File: src/hw/rtl/utf8_stream_decoder_core_assert.svh
// ----------------------------------------------------------------------------
// UTF-8 stream decoder assertion macros
// Property forms for the decoder back end, gated by an active-low reset.
// ----------------------------------------------------------------------------
`ifndef UTF8_STREAM_DECODER_CORE_ASSERT_SVH
`define UTF8_STREAM_DECODER_CORE_ASSERT_SVH

// same-cycle implication
`define U8D_ASSERT_IMPL(label, clk, rst_n, ante, cons) \
    label: assert property (@(posedge clk) disable iff (!(rst_n)) (ante) |-> (cons)) \
        else $error("u8d: implication check failed");

// next-cycle implication
`define U8D_ASSERT_NEXT(label, clk, rst_n, ante, cons) \
    label: assert property (@(posedge clk) disable iff (!(rst_n)) (ante) |=> (cons)) \
        else $error("u8d: next-cycle check failed");

`endif

File: src/hw/rtl/u8d_pkg.sv
// ----------------------------------------------------------------------------
// UTF-8 stream decoder package
// Item types, byte classes and constants shared by the decoder modules.
// ----------------------------------------------------------------------------
package u8d_pkg;

    localparam int unsigned CP_W    = 31;
    localparam int unsigned LEN_W   = 3;
    localparam int unsigned BITS_W  = 7;
    localparam int unsigned NARROW_W = 16;

    localparam logic [LEN_W-1:0] LEN_ASCII = 3'd1;

    typedef struct packed {
        logic [7:0] text_byte;
        logic       end_of_text;
    } t_in_item;

    typedef struct packed {
        logic [CP_W-1:0]  code_point;
        logic [LEN_W-1:0] sequence_length;
    } t_out_item;

    typedef enum logic [1:0] {
        CLS_ASCII,
        CLS_CONT,
        CLS_LEAD
    } t_byte_class;

    // classified byte: lead bytes carry the continuation count still needed
    typedef struct packed {
        t_byte_class       cls;
        logic [LEN_W-1:0]  need;
        logic [BITS_W-1:0] bits;
        logic              end_of_text;
    } t_cls_item;

endpackage

File: src/hw/rtl/u8d_front.sv
// ----------------------------------------------------------------------------
// UTF-8 stream decoder front end
// Accepts text bytes, classifies them and holds one classified transfer.
// ----------------------------------------------------------------------------
module u8d_front (
    input  logic               i_clk,
    input  logic               i_rst_n,
    input  logic               i_in_valid,
    output logic               o_in_stall,
    input  u8d_pkg::t_in_item  i_in_item,
    output logic               o_push,
    input  logic               i_queue_full,
    output u8d_pkg::t_cls_item o_item
);

    logic               r_valid;
    logic               n_valid;
    u8d_pkg::t_cls_item r_item;
    u8d_pkg::t_cls_item n_item;
    logic               accept;
    logic [7:0]         b;

    assign o_in_stall = r_valid && i_queue_full;
    assign o_push     = r_valid && !i_queue_full;
    assign o_item     = r_item;
    assign accept     = i_in_valid && !o_in_stall;
    assign b          = i_in_item.text_byte;

    always_comb begin
        n_item.end_of_text = i_in_item.end_of_text;
        n_item.cls         = u8d_pkg::CLS_LEAD;
        n_item.need        = '0;
        n_item.bits        = '0;
        if (!b[7]) begin
            n_item.cls  = u8d_pkg::CLS_ASCII;
            n_item.bits = b[6:0];
        end else if (!b[6]) begin
            n_item.cls  = u8d_pkg::CLS_CONT;
            n_item.bits = {1'b0, b[5:0]};
        end else if (!b[5]) begin
            n_item.need = 3'd1;
            n_item.bits = {2'b00, b[4:0]};
        end else if (!b[4]) begin
            n_item.need = 3'd2;
            n_item.bits = {3'b000, b[3:0]};
        end else if (!b[3]) begin
            n_item.need = 3'd3;
            n_item.bits = {4'b0000, b[2:0]};
        end else if (!b[2]) begin
            n_item.need = 3'd4;
            n_item.bits = {5'b00000, b[1:0]};
        end else begin
            n_item.need = 3'd5;
            n_item.bits = {6'b000000, b[0]};
        end
    end

    always_comb begin
        n_valid = r_valid;
        if (accept) begin
            n_valid = 1'b1;
        end else if (o_push) begin
            n_valid = 1'b0;
        end
    end

    always_ff @(posedge i_clk) begin
        if (!i_rst_n) begin
            r_valid <= 1'b0;
        end else begin
            r_valid <= n_valid;
        end
    end

    always_ff @(posedge i_clk) begin
        if (accept) begin
            r_item <= n_item;
        end
    end

endmodule

File: src/hw/rtl/u8d_queue.sv
// ----------------------------------------------------------------------------
// UTF-8 stream decoder queue
// Short first-in first-out buffer of classified bytes between front and back.
// ----------------------------------------------------------------------------
module u8d_queue #(
    parameter int unsigned DEPTH = 4
) (
    input  logic               i_clk,
    input  logic               i_rst_n,
    input  logic               i_push,
    input  u8d_pkg::t_cls_item i_item,
    output logic               o_full,
    input  logic               i_pop,
    output logic               o_valid,
    output u8d_pkg::t_cls_item o_item
);

    localparam int unsigned PTR_W = (DEPTH > 1) ? $clog2(DEPTH) : 1;
    localparam int unsigned CNT_W = $clog2(DEPTH + 1);
    localparam logic [PTR_W-1:0] LAST_PTR = PTR_W'(DEPTH - 1);
    localparam logic [CNT_W-1:0] FULL_CNT = CNT_W'(DEPTH);

    u8d_pkg::t_cls_item r_mem [DEPTH];
    logic [PTR_W-1:0]   r_wr_ptr;
    logic [PTR_W-1:0]   r_rd_ptr;
    logic [CNT_W-1:0]   r_count;
    logic [PTR_W-1:0]   n_wr_ptr;
    logic [PTR_W-1:0]   n_rd_ptr;
    logic [CNT_W-1:0]   n_count;
    logic               do_push;
    logic               do_pop;

    assign o_full  = (r_count == FULL_CNT);
    assign o_valid = (r_count != '0);
    assign o_item  = r_mem[r_rd_ptr];
    assign do_push = i_push && !o_full;
    assign do_pop  = i_pop && o_valid;

    always_comb begin
        n_wr_ptr = r_wr_ptr;
        n_rd_ptr = r_rd_ptr;
        n_count  = r_count;
        if (do_push) begin
            n_wr_ptr = (r_wr_ptr == LAST_PTR) ? '0 : r_wr_ptr + 1'b1;
        end
        if (do_pop) begin
            n_rd_ptr = (r_rd_ptr == LAST_PTR) ? '0 : r_rd_ptr + 1'b1;
        end
        if (do_push && !do_pop) begin
            n_count = r_count + 1'b1;
        end else if (do_pop && !do_push) begin
            n_count = r_count - 1'b1;
        end
    end

    always_ff @(posedge i_clk) begin
        if (!i_rst_n) begin
            r_wr_ptr <= '0;
            r_rd_ptr <= '0;
            r_count  <= '0;
        end else begin
            r_wr_ptr <= n_wr_ptr;
            r_rd_ptr <= n_rd_ptr;
            r_count  <= n_count;
        end
    end

    always_ff @(posedge i_clk) begin
        if (do_push) begin
            r_mem[r_wr_ptr] <= i_item;
        end
    end

endmodule

File: src/hw/rtl/u8d_back.sv
// ----------------------------------------------------------------------------
// UTF-8 stream decoder back end
// Assembles code points from classified bytes and holds the result transfer.
// ----------------------------------------------------------------------------
`include "utf8_stream_decoder_core_assert.svh"

module u8d_back (
    input  logic               i_clk,
    input  logic               i_rst_n,
    input  logic               i_narrow,
    input  logic               i_q_valid,
    input  u8d_pkg::t_cls_item i_q_item,
    output logic               o_pop,
    output logic               o_out_valid,
    input  logic               i_out_stall,
    output u8d_pkg::t_out_item o_out_item
);

    logic [2:0]         r_expected;
    logic [2:0]         r_total;
    logic [30:0]        r_partial;
    logic [2:0]         n_expected;
    logic [2:0]         n_total;
    logic [30:0]        n_partial;
    logic               r_out_valid;
    logic               n_out_valid;
    u8d_pkg::t_out_item r_out;
    u8d_pkg::t_out_item n_out;
    logic               done;
    logic [30:0]        value;
    logic [2:0]         done_len;
    logic [30:0]        shifted;

    assign o_pop       = i_q_valid && (!r_out_valid || !i_out_stall);
    assign o_out_valid = r_out_valid;
    assign o_out_item  = r_out;
    assign shifted     = {r_partial[24:0], i_q_item.bits[5:0]};

    always_comb begin
        n_expected = r_expected;
        n_total    = r_total;
        n_partial  = r_partial;
        done       = 1'b0;
        value      = '0;
        done_len   = '0;
        if (o_pop) begin
            if (i_q_item.cls == u8d_pkg::CLS_CONT && r_expected != '0) begin
                n_partial  = shifted;
                n_expected = r_expected - 1'b1;
                if (r_expected == 3'd1) begin
                    done       = 1'b1;
                    value      = shifted;
                    done_len   = r_total;
                    n_expected = '0;
                    n_total    = '0;
                    n_partial  = '0;
                end
            end else begin
                n_expected = '0;
                n_total    = '0;
                n_partial  = '0;
                case (i_q_item.cls)
                    u8d_pkg::CLS_ASCII: begin
                        done     = 1'b1;
                        value    = {24'd0, i_q_item.bits};
                        done_len = u8d_pkg::LEN_ASCII;
                    end
                    u8d_pkg::CLS_LEAD: begin
                        n_expected = i_q_item.need;
                        n_total    = i_q_item.need + 1'b1;
                        n_partial  = {24'd0, i_q_item.bits};
                    end
                    default: begin
                        // drop stray continuation
                    end
                endcase
            end
            if (i_q_item.end_of_text) begin
                n_expected = '0;
                n_total    = '0;
                n_partial  = '0;
            end
        end
    end

    always_comb begin
        n_out_valid = r_out_valid && i_out_stall;
        n_out       = r_out;
        if (done) begin
            n_out_valid           = 1'b1;
            n_out.sequence_length = done_len;
            n_out.code_point      = i_narrow ? {15'd0, value[15:0]} : value;
        end
    end

    always_ff @(posedge i_clk) begin
        if (!i_rst_n) begin
            r_expected  <= '0;
            r_total     <= '0;
            r_out_valid <= 1'b0;
        end else begin
            r_expected  <= n_expected;
            r_total     <= n_total;
            r_out_valid <= n_out_valid;
        end
    end

    always_ff @(posedge i_clk) begin
        r_partial <= n_partial;
        r_out     <= n_out;
    end

    `U8D_ASSERT_IMPL(a_open_total, i_clk, i_rst_n, r_expected != '0,
        r_total == r_expected + 3'd1 || r_total > r_expected + 3'd1)
    `U8D_ASSERT_IMPL(a_idle_clear, i_clk, i_rst_n, r_expected == '0, r_total == '0)
    `U8D_ASSERT_IMPL(a_len_range, i_clk, i_rst_n, r_out_valid,
        r_out.sequence_length != '0 && r_out.sequence_length != 3'd7)
    `U8D_ASSERT_NEXT(a_eot_idle, i_clk, i_rst_n, o_pop && i_q_item.end_of_text,
        r_expected == '0)
    `U8D_ASSERT_IMPL(a_no_pop_blocked, i_clk, i_rst_n, r_out_valid && i_out_stall, !o_pop)

endmodule

File: src/hw/rtl/utf8_stream_decoder_core.sv
// ----------------------------------------------------------------------------
// UTF-8 stream decoder core
// Decodes six-byte-form UTF-8 into code points, one byte per unstalled cycle.
//
//   channel  direction  handshake                 payload
//   in       input      i_in_valid / o_in_stall    i_in_item  (t_in_item)
//   out      output     o_out_valid / i_out_stall  o_out_item (t_out_item)
//   cfg      input      i_cfg_valid / o_cfg_ready  i_cfg_data (narrow_output)
//
// One byte is taken per cycle unless the input stalls; a completed character
// passes front register, queue and output register after its last byte.
// Throughput is set by the back end, which updates its state on each pop.
// Reset is synchronous and active low; narrow_output resets to 1.
// Output stalls fill the queue first; the input stalls only once it is full.
// ----------------------------------------------------------------------------
module utf8_stream_decoder_core #(
    parameter int unsigned QUEUE_DEPTH = 4
) (
    input  logic               i_clk,
    input  logic               i_rst_n,
    input  logic               i_in_valid,
    output logic               o_in_stall,
    input  u8d_pkg::t_in_item  i_in_item,
    output logic               o_out_valid,
    input  logic               i_out_stall,
    output u8d_pkg::t_out_item o_out_item,
    input  logic               i_cfg_valid,
    output logic               o_cfg_ready,
    input  logic               i_cfg_data
);

    logic               r_narrow;
    logic               push;
    logic               full;
    logic               pop;
    logic               q_valid;
    u8d_pkg::t_cls_item front_item;
    u8d_pkg::t_cls_item q_item;

    assign o_cfg_ready = 1'b1;

    always_ff @(posedge i_clk) begin
        if (!i_rst_n) begin
            r_narrow <= 1'b1;
        end else if (i_cfg_valid && o_cfg_ready) begin
            r_narrow <= i_cfg_data;
        end
    end

    u8d_front u_front (
        .i_clk        (i_clk),
        .i_rst_n      (i_rst_n),
        .i_in_valid   (i_in_valid),
        .o_in_stall   (o_in_stall),
        .i_in_item    (i_in_item),
        .o_push       (push),
        .i_queue_full (full),
        .o_item       (front_item)
    );

    u8d_queue #(
        .DEPTH (QUEUE_DEPTH)
    ) u_queue (
        .i_clk   (i_clk),
        .i_rst_n (i_rst_n),
        .i_push  (push),
        .i_item  (front_item),
        .o_full  (full),
        .i_pop   (pop),
        .o_valid (q_valid),
        .o_item  (q_item)
    );

    u8d_back u_back (
        .i_clk       (i_clk),
        .i_rst_n     (i_rst_n),
        .i_narrow    (r_narrow),
        .i_q_valid   (q_valid),
        .i_q_item    (q_item),
        .o_pop       (pop),
        .o_out_valid (o_out_valid),
        .i_out_stall (i_out_stall),
        .o_out_item  (o_out_item)
    );

endmodule

File: config.mk
export PLATFORM = sky130hd
export DESIGN_NAME = utf8_stream_decoder_core
export DESIGN_NICKNAME = d
export VERILOG_FILES = /design/src/hw/rtl/u8d_pkg.sv /design/src/hw/rtl/u8d_front.sv /design/src/hw/rtl/u8d_queue.sv /design/src/hw/rtl/u8d_back.sv /design/src/hw/rtl/utf8_stream_decoder_core.sv
export VERILOG_INCLUDE_DIRS = /design/src /design/src/hw/rtl
export SDC_FILE = /design/constraint.sdc
export NUM_CORES = 1
export LEC_CHECK = 0
export BUFFER_PORTS_ARGS = -buffer_cell sky130_fd_sc_hd__buf_2
export CELL_PAD_IN_SITES_DETAIL_PLACEMENT = 1
export CELL_PAD_IN_SITES_GLOBAL_PLACEMENT = 2
export CORE_AREA = 2 2 106 134
export CTS_CLUSTER_DIAMETER = 30
export DETAILED_ROUTE_END_ITERATION = 10
export DIE_AREA = 0 0 108 136
export HOLD_SLACK_MARGIN = 0.08
export PLACE_DENSITY = 0.86
export SLEW_MARGIN = 10
export SYNTH_ARGS = -nofsm -noshare
export SYNTH_HDL_FRONTEND = slang
export SYNTH_SLANG_ARGS = --single-unit
export TNS_END_PERCENT = 100
File: constraint.sdc
create_clock -name i_clk -period 4.2 [get_ports i_clk]
set_clock_uncertainty 0.1 [all_clocks]
set_input_delay 0.63 -clock i_clk [delete_from_list [all_inputs] [get_ports i_clk]]
set_output_delay 0.63 -clock i_clk [all_outputs]
set_load 0.1 [all_outputs]
# Yosys cells after proc, flatten, opt, wreduce, memory -nomap -nowiden
# Memories as Yosys holds them, arrays and structs flattened. A register that Yosys moved wholly into a read port is not among the register bits.
# Index checks and enable logic that the tools add are counted.
# totals
regBits,88
latch_bits,0
mem_bits_rw,52
romBits,0
inputBits,15
word_cells,100
memories,1
# op_classes
addsub,6
n_mul,0
div_mod_pow,0
order_cmp,0
n_eq_ne,7
shifts,0
muxes,40
n_bitwise,1
reduce_logical,27
# mem_list
name,words,width,read_ports,rd_ports_with_merged_regs,wr,line,rtl
u_queue.r_mem,4,13,1,1,1,u8d_queue.sv:23,u8d_pkg::t_cls_item r_mem [DEPTH];
# ops
op,n
two-way mux 31 bit,3
two-way mux 25 bit,2
two-way mux 3 bit,12
two-way mux 7 bit,4
two-way mux 9 bit,2
two-way mux 8 bit,2
logical AND 1 bit,10
two-way mux 1 bit,10
two-way mux 2 bit,5
"adder 3 x 1 -> 3 bit, second input constant",2
"== test 2 bit, second input constant",3
zero test 1 bit,6
nonzero test 3 bit,2
"subtractor 3 x 1 -> 3 bit, second input constant",2
AND reduction 5 bit,1
"adder 2 x 1 -> 2 bit, second input constant",2
AND reduction 2 bit,2
nonzero test 2 bit,2
"== test 3 x 1 -> 1 bit, second input constant",1
"== test 3 bit, second input constant",1
"inequality test 3 bit, second input constant",1
AND reduction 3 bit,1
"== test 2 x 1 -> 1 bit, second input constant",1
zero test 2 bit,1
3 further kinds,3

# Logic depth before layout (Yosys ltp)
# logic_depth
word_depth,8
depth_mapped,9
ltp_nobuf,8

# Hierarchy
# From an unflattened synthesis, not the netlist that was laid out.
# unflattened
cells_unflattened,342
hier_area_um2,5694.2
# by_module_without_submodules
mod,instances,cells_each,area_each_um2,seq_area_each_um2
u8d_back,1,186,2710.1,1911.8
u8d_queue,1,118,2399.8,1741.7
u8d_front,1,33,539.3,410.4
utf8_stream_decoder_core,1,5,45.0,20.0

# Least setup slack after synthesis
# Ideal clock, no wire load.
# synth_timing
path_type,reg-to-reg
start,reg (tool-made name)
end,"reg u_back.r_out, in the netlist u_back.o_out_item[0], enable pin"
arrival_ns,2.619
setup_slack_ns,1.055
stages_incl_launch_ff,5
synth_period_minus_slack_ns,3.145
path_cell_list,dfxtp_1 -> buf_6 -> mux4_2 -> nor2b_1 -> nor3_2
# synth_rtl
element,line,rtl
end signal: assignment,u8d_back.sv:110,r_out <= n_out;
end: declaration,u8d_back.sv:27,u8d_pkg::t_out_item r_out;

# Worst setup path after layout
# layout_timing
start,reg u_queue.r_count[0]
end,reg u_queue.r_count[2]
# layout_via
elab_chain_cells,7
elab_cells_between_ends,16
classes_between,2 x add/sub; 1 x eq/ne; 2 x mux; 11 x reduce/logical
# layout_rtl
element,line,rtl
start: declaration,u8d_queue.sv:26,logic [CNT_W-1:0] r_count;
start signal: assignment,u8d_queue.sv:64,r_count <= n_count;
== test 3 bit *,u8d_queue.sv:33,assign o_full = (r_count == FULL_CNT);
zero test 1 bit *,"u8d_front.sv:24, u8d_queue.sv:36",
logical AND 1 bit,u8d_front.sv:24,assign o_push = r_valid && !i_queue_full;
logical AND 1 bit *,u8d_queue.sv:36,assign do_push = i_push && !o_full;
named net u_queue.do_push,u8d_queue.sv:30,logic do_push;
zero test 1 bit,u8d_queue.sv:51,end else if (do_pop && !do_push) begin
logical AND 1 bit,u8d_queue.sv:51,
nonzero test 2 bit (no line),--,
# The timed path passes the listed nets; every way through them passes the cells marked *. The select of a mux whose other input is x is not followed.
# A chain may end at the register's enable or synchronous reset.

==> flow_summary.toml <==
[detailed_routing]
wl_per_cell_um = 16.9
routed_wl_mm = 10.2
drc = 0
avgViaCountPerCell = 4.99
antenna_left = 0
drt_iter0_markers = 93
firstDrtPassIters = 4
num_vias = 2997

[cells_and_area]
antennaDiodeCount = 0
drive_gt1_share_pct = 24.2
fillCellCount = 1317
final_nets = 440
postLayoutCellArea_um2 = 6660
synthToLayoutAreaGrowth_pct = 17.0
multi_input_area_um2 = 1520
seqCellArea_um2 = 4080

[synth]
avgSynthCellArea_um2 = 16.2
synth_xor_area_share_pct = 0.462
synth_area_leaders = "edfxtp_1 65%, and2_1 6.8%, dfxtp_1 6.3%"
synth-simple-area-share_pct = 12.6
synth_cell_type_count = 45
ys_warn_count = 0
synth_top_area_share_pct = 65.4
synth-seq-cells = 142
synth_mux_area_share_pct = 6.95
syn_nets = 378
synthAdderAreaFrac_pct = 2.55
async_reset_ff_share_pct = 0
synth_area_um2 = 5690
syn-instance-count = 352
synthFlopType = "edfxtp_1"
synth_compound_area_share_pct = 3.85
synth_edf_count = 124
yosys.area.top_type = "edfxtp_1"
synth_top_family_by_area = "simple AND/OR/NAND/NOR gates"
ys_seq_area_share_pct = 71.7

[placed_design]
portBuffers = 50
place_hpwl_mm = 7.05
pre_cts_ws_ns = 1.56
placed_area_um2 = 6140
place.gp.congestion = 0.702

[floorplanning]
dieArea_um2 = 14700
io_pins = 52
die_y_um = 136
fp-row-count = 48
fp.coreArea_um2 = 13500
start_util_pct = 42.1
die_w_um = 108

[clocking]
clk_pin_slew_worst_paths_ns = 0.06
post_cts_buffers = 0
htreeDepth = 4
holdBufCountCts = 0
clock_path_buffers = 2
cts_sinks = 142
cts.repair.resized = 0
cts_tree = "yes"
root_buffer = "clkbuf_16"
cts_buffers = 17
clk_latency_ns = 0.42

[sta]
holdWs_ns = 0.292
finalHoldViolations = 0
fin_crit_sh_pct = 62.0
setup_tns_ns = 0
finalWorstSetupSlack_ns = 1.59
slew_headroom_pct = 33.2
max_slew.worst_pin.slew_ns = 1.00
rsz0062_at_grt = "false"
finalMaxSlewViolations = 0
min_period_ns = 2.61
clock.fmax_ghz = 0.384
setup_violations = 0

[power_and_ir_drop]
max-vdd-ir-drop_uv = 374
p_seq_share_pct = 41.7
leakagePower_uw = 0.00237
combPwrFrac_pct = 31.9
p_total_uw = 5010
internal_power_uw = 3060
p_clk_share_pct = 26.4
p_sw_share_pct = 39.0
p_per_area_nw_per_um2 = 752
switching_power_uw = 1950

[grt]
grtUsageMet1_pct = 16.3
grt_max_degree = 41
antenna_found_initial = 0
grt_usage_pct = 15.4
busiest_layer = "met2"
grt_pass1_vias = 3288
grt_use_met2_pct = 28.3
grt_pass1_wl_mm = 16.6
overflow = 0
grtUsageMet3_pct = 4.46

[worst_setup_path]
startpoint_type = "flop"
cp.required_ns = 4.44
critPathMaxFanout = 7
worstSetupPathType = "reg2reg"
crit_path_end_kind = "flop"
worstPathArrival_ns = 2.84

[run]
cap_violations = 0

[status]
status = "complete, no violations"

[hold_path]
holdCritPathClass = "in2reg"
-- stage by stage --
stage	util (%)	std cells
3_5_place_dp	45.4	570
3_3_place_gp	45.4	570
6_report	49.3	601
5_1_grt	49.3	601
2_1_floorplan	-	352
4_1_cts	49.3	601
-- power by group through the flow --
stage | sequential, µW | clock, µW | combinational [µW]
4_1_cts | 2100 | 1350 | 1620
3_3_place_gp | 2100 | 0 | 1580
3_5_place_dp | 2130 | 0 | 1620
6_report | 2090 | 1320 | 1600
2_1_floorplan | 2760 | 0 | 641
5_1_grt | 2140 | 1410 | 1700
-- sequential cells by signal, indices dropped and copies added (netlist names), named ones only --
signal              count
u_queue.r_mem          52
u_back.o_out_item      34
u_back.r_partial       25
u_front.o_item         13
u_back.r_expected       3
u_back.r_total          3
u_queue.r_count         3
u_queue.r_rd_ptr        2
u_queue.r_wr_ptr        2
r_narrow                1
u_back.o_out_valid      1
u_front.r_valid         1
-- logic make-up after synthesis --
family / Yosys count
flip-flops: 142
AND/OR/NAND/NOR: 121
AO/OA/AOI/OAI: 32
multiplexers: 22
buffers and inverters: 20
adder cells (fa/ha/maj): 11
XOR/XNOR: 3
other: 1
-- Yosys cell counts (2+ instances only) --
cell and n:
buf_2 2, dfxtp_1 18, mux4_2 14, nand2_1 17
o31ai_1 2, and2_1 62, a32o_1 2, buf_4 4
inv_1 9, xor2_1 2, o21ai_0 4, mux2i_1 8
nor3b_1 2, ha_1 10, a21oi_1 10, a21boi_0 4
a211oi_1 2, edfxtp_1 124, nor2b_1 21, nor2_1 7
clkbuf_1 2, nand2b_1 3
-- critical path: stages, from the launching register on --
cell	delay [ns]
dfxtp_1	0.43
nor2_1	0.10
a21boi_1	0.50
ha_1	0.30
inv_1	0.06
fa_1	0.38
xor2_1	0.18
or3_1	0.31
a21boi_0	0.18
-- metal layers --
layer / vias up / part of all wire (%)
met4: 0 / 1.1
met1: 1510 / 40
met2: 61 / 56
met3: 9 / 3.6
li1: 1417 / -
met5: - / 0
-- cell usage in the layout (no fill, tap or decap), drive strengths merged --
| cell type | Yosys | routed |
|---|---|---|
| edfxtp | 124 | 124 |
| and2 | 63 | 63 |
| buf | 8 | 54 |
| nor2b | 21 | 21 |
| clkbuf | 3 | 19 |
| dfxtp | 18 | 18 |
| nand2 | 17 | 17 |
| mux4 | 14 | 14 |
| inv | 9 | 11 |
| a21oi | 10 | 10 |
| ha | 10 | 10 |
| mux2i | 8 | 8 |
| nor2 | 8 | 8 |
| clkinv | 0 | 6 |
| a21boi | 5 | 5 |
| o21ai | 4 | 4 |
| clkinvlp | 0 | 4 |
| nand2b | 3 | 3 |
| nor3 | 3 | 3 |
| nor3b | 2 | 2 |
| a211oi | 2 | 2 |
| a32o | 2 | 2 |
| xor2 | 2 | 2 |
| o31ai | 2 | 2 |
| and3 | 1 | 1 |
| a31oi | 1 | 1 |
| o21bai | 1 | 1 |
| a211o | 1 | 1 |
| or2 | 1 | 1 |
| a2111oi | 1 | 1 |
| o21a | 1 | 1 |
| o2bb2ai | 1 | 1 |
| or3 | 1 | 1 |
| a22oi | 1 | 1 |
| nand3 | 1 | 1 |
| xnor2 | 1 | 1 |
| fa | 1 | 1 |
| conb | 1 | 1 |
-- area by class of cell --
cell class                 instances  share of cell area [%]
multi-input combinational        190                    22.8
tap                              175                    3.29
clock buffer                      19                    6.50
timing repair buffer              54                    4.21
clock inverter                    12                    1.37
sequential                       142                    61.3
inverter                           9                   0.507
-- worst paths after layout --
check / from / endpoint / slack, ns / depth (start not counted)
worst max-delay path: u_queue.r_count[0]$_SDFFE_PN0P_ / u_queue.r_count[2]$_SDFFE_PN0P_ / 1.59 / 8
worst min-delay path: i_in_item[0] / u_front.o_item[0]$_DFFE_PP_ / 0.29 / 1
worst max register to register: u_queue.r_count[0]$_SDFFE_PN0P_ / u_queue.r_count[2]$_SDFFE_PN0P_ / 1.59 / 8
worst min register to register: u_back.r_total[1]$_SDFFE_PN0P_ / u_back.r_total[1]$_SDFFE_PN0P_ / 0.37 / 2
Note: power is estimated with default switching activity, not from simulation.
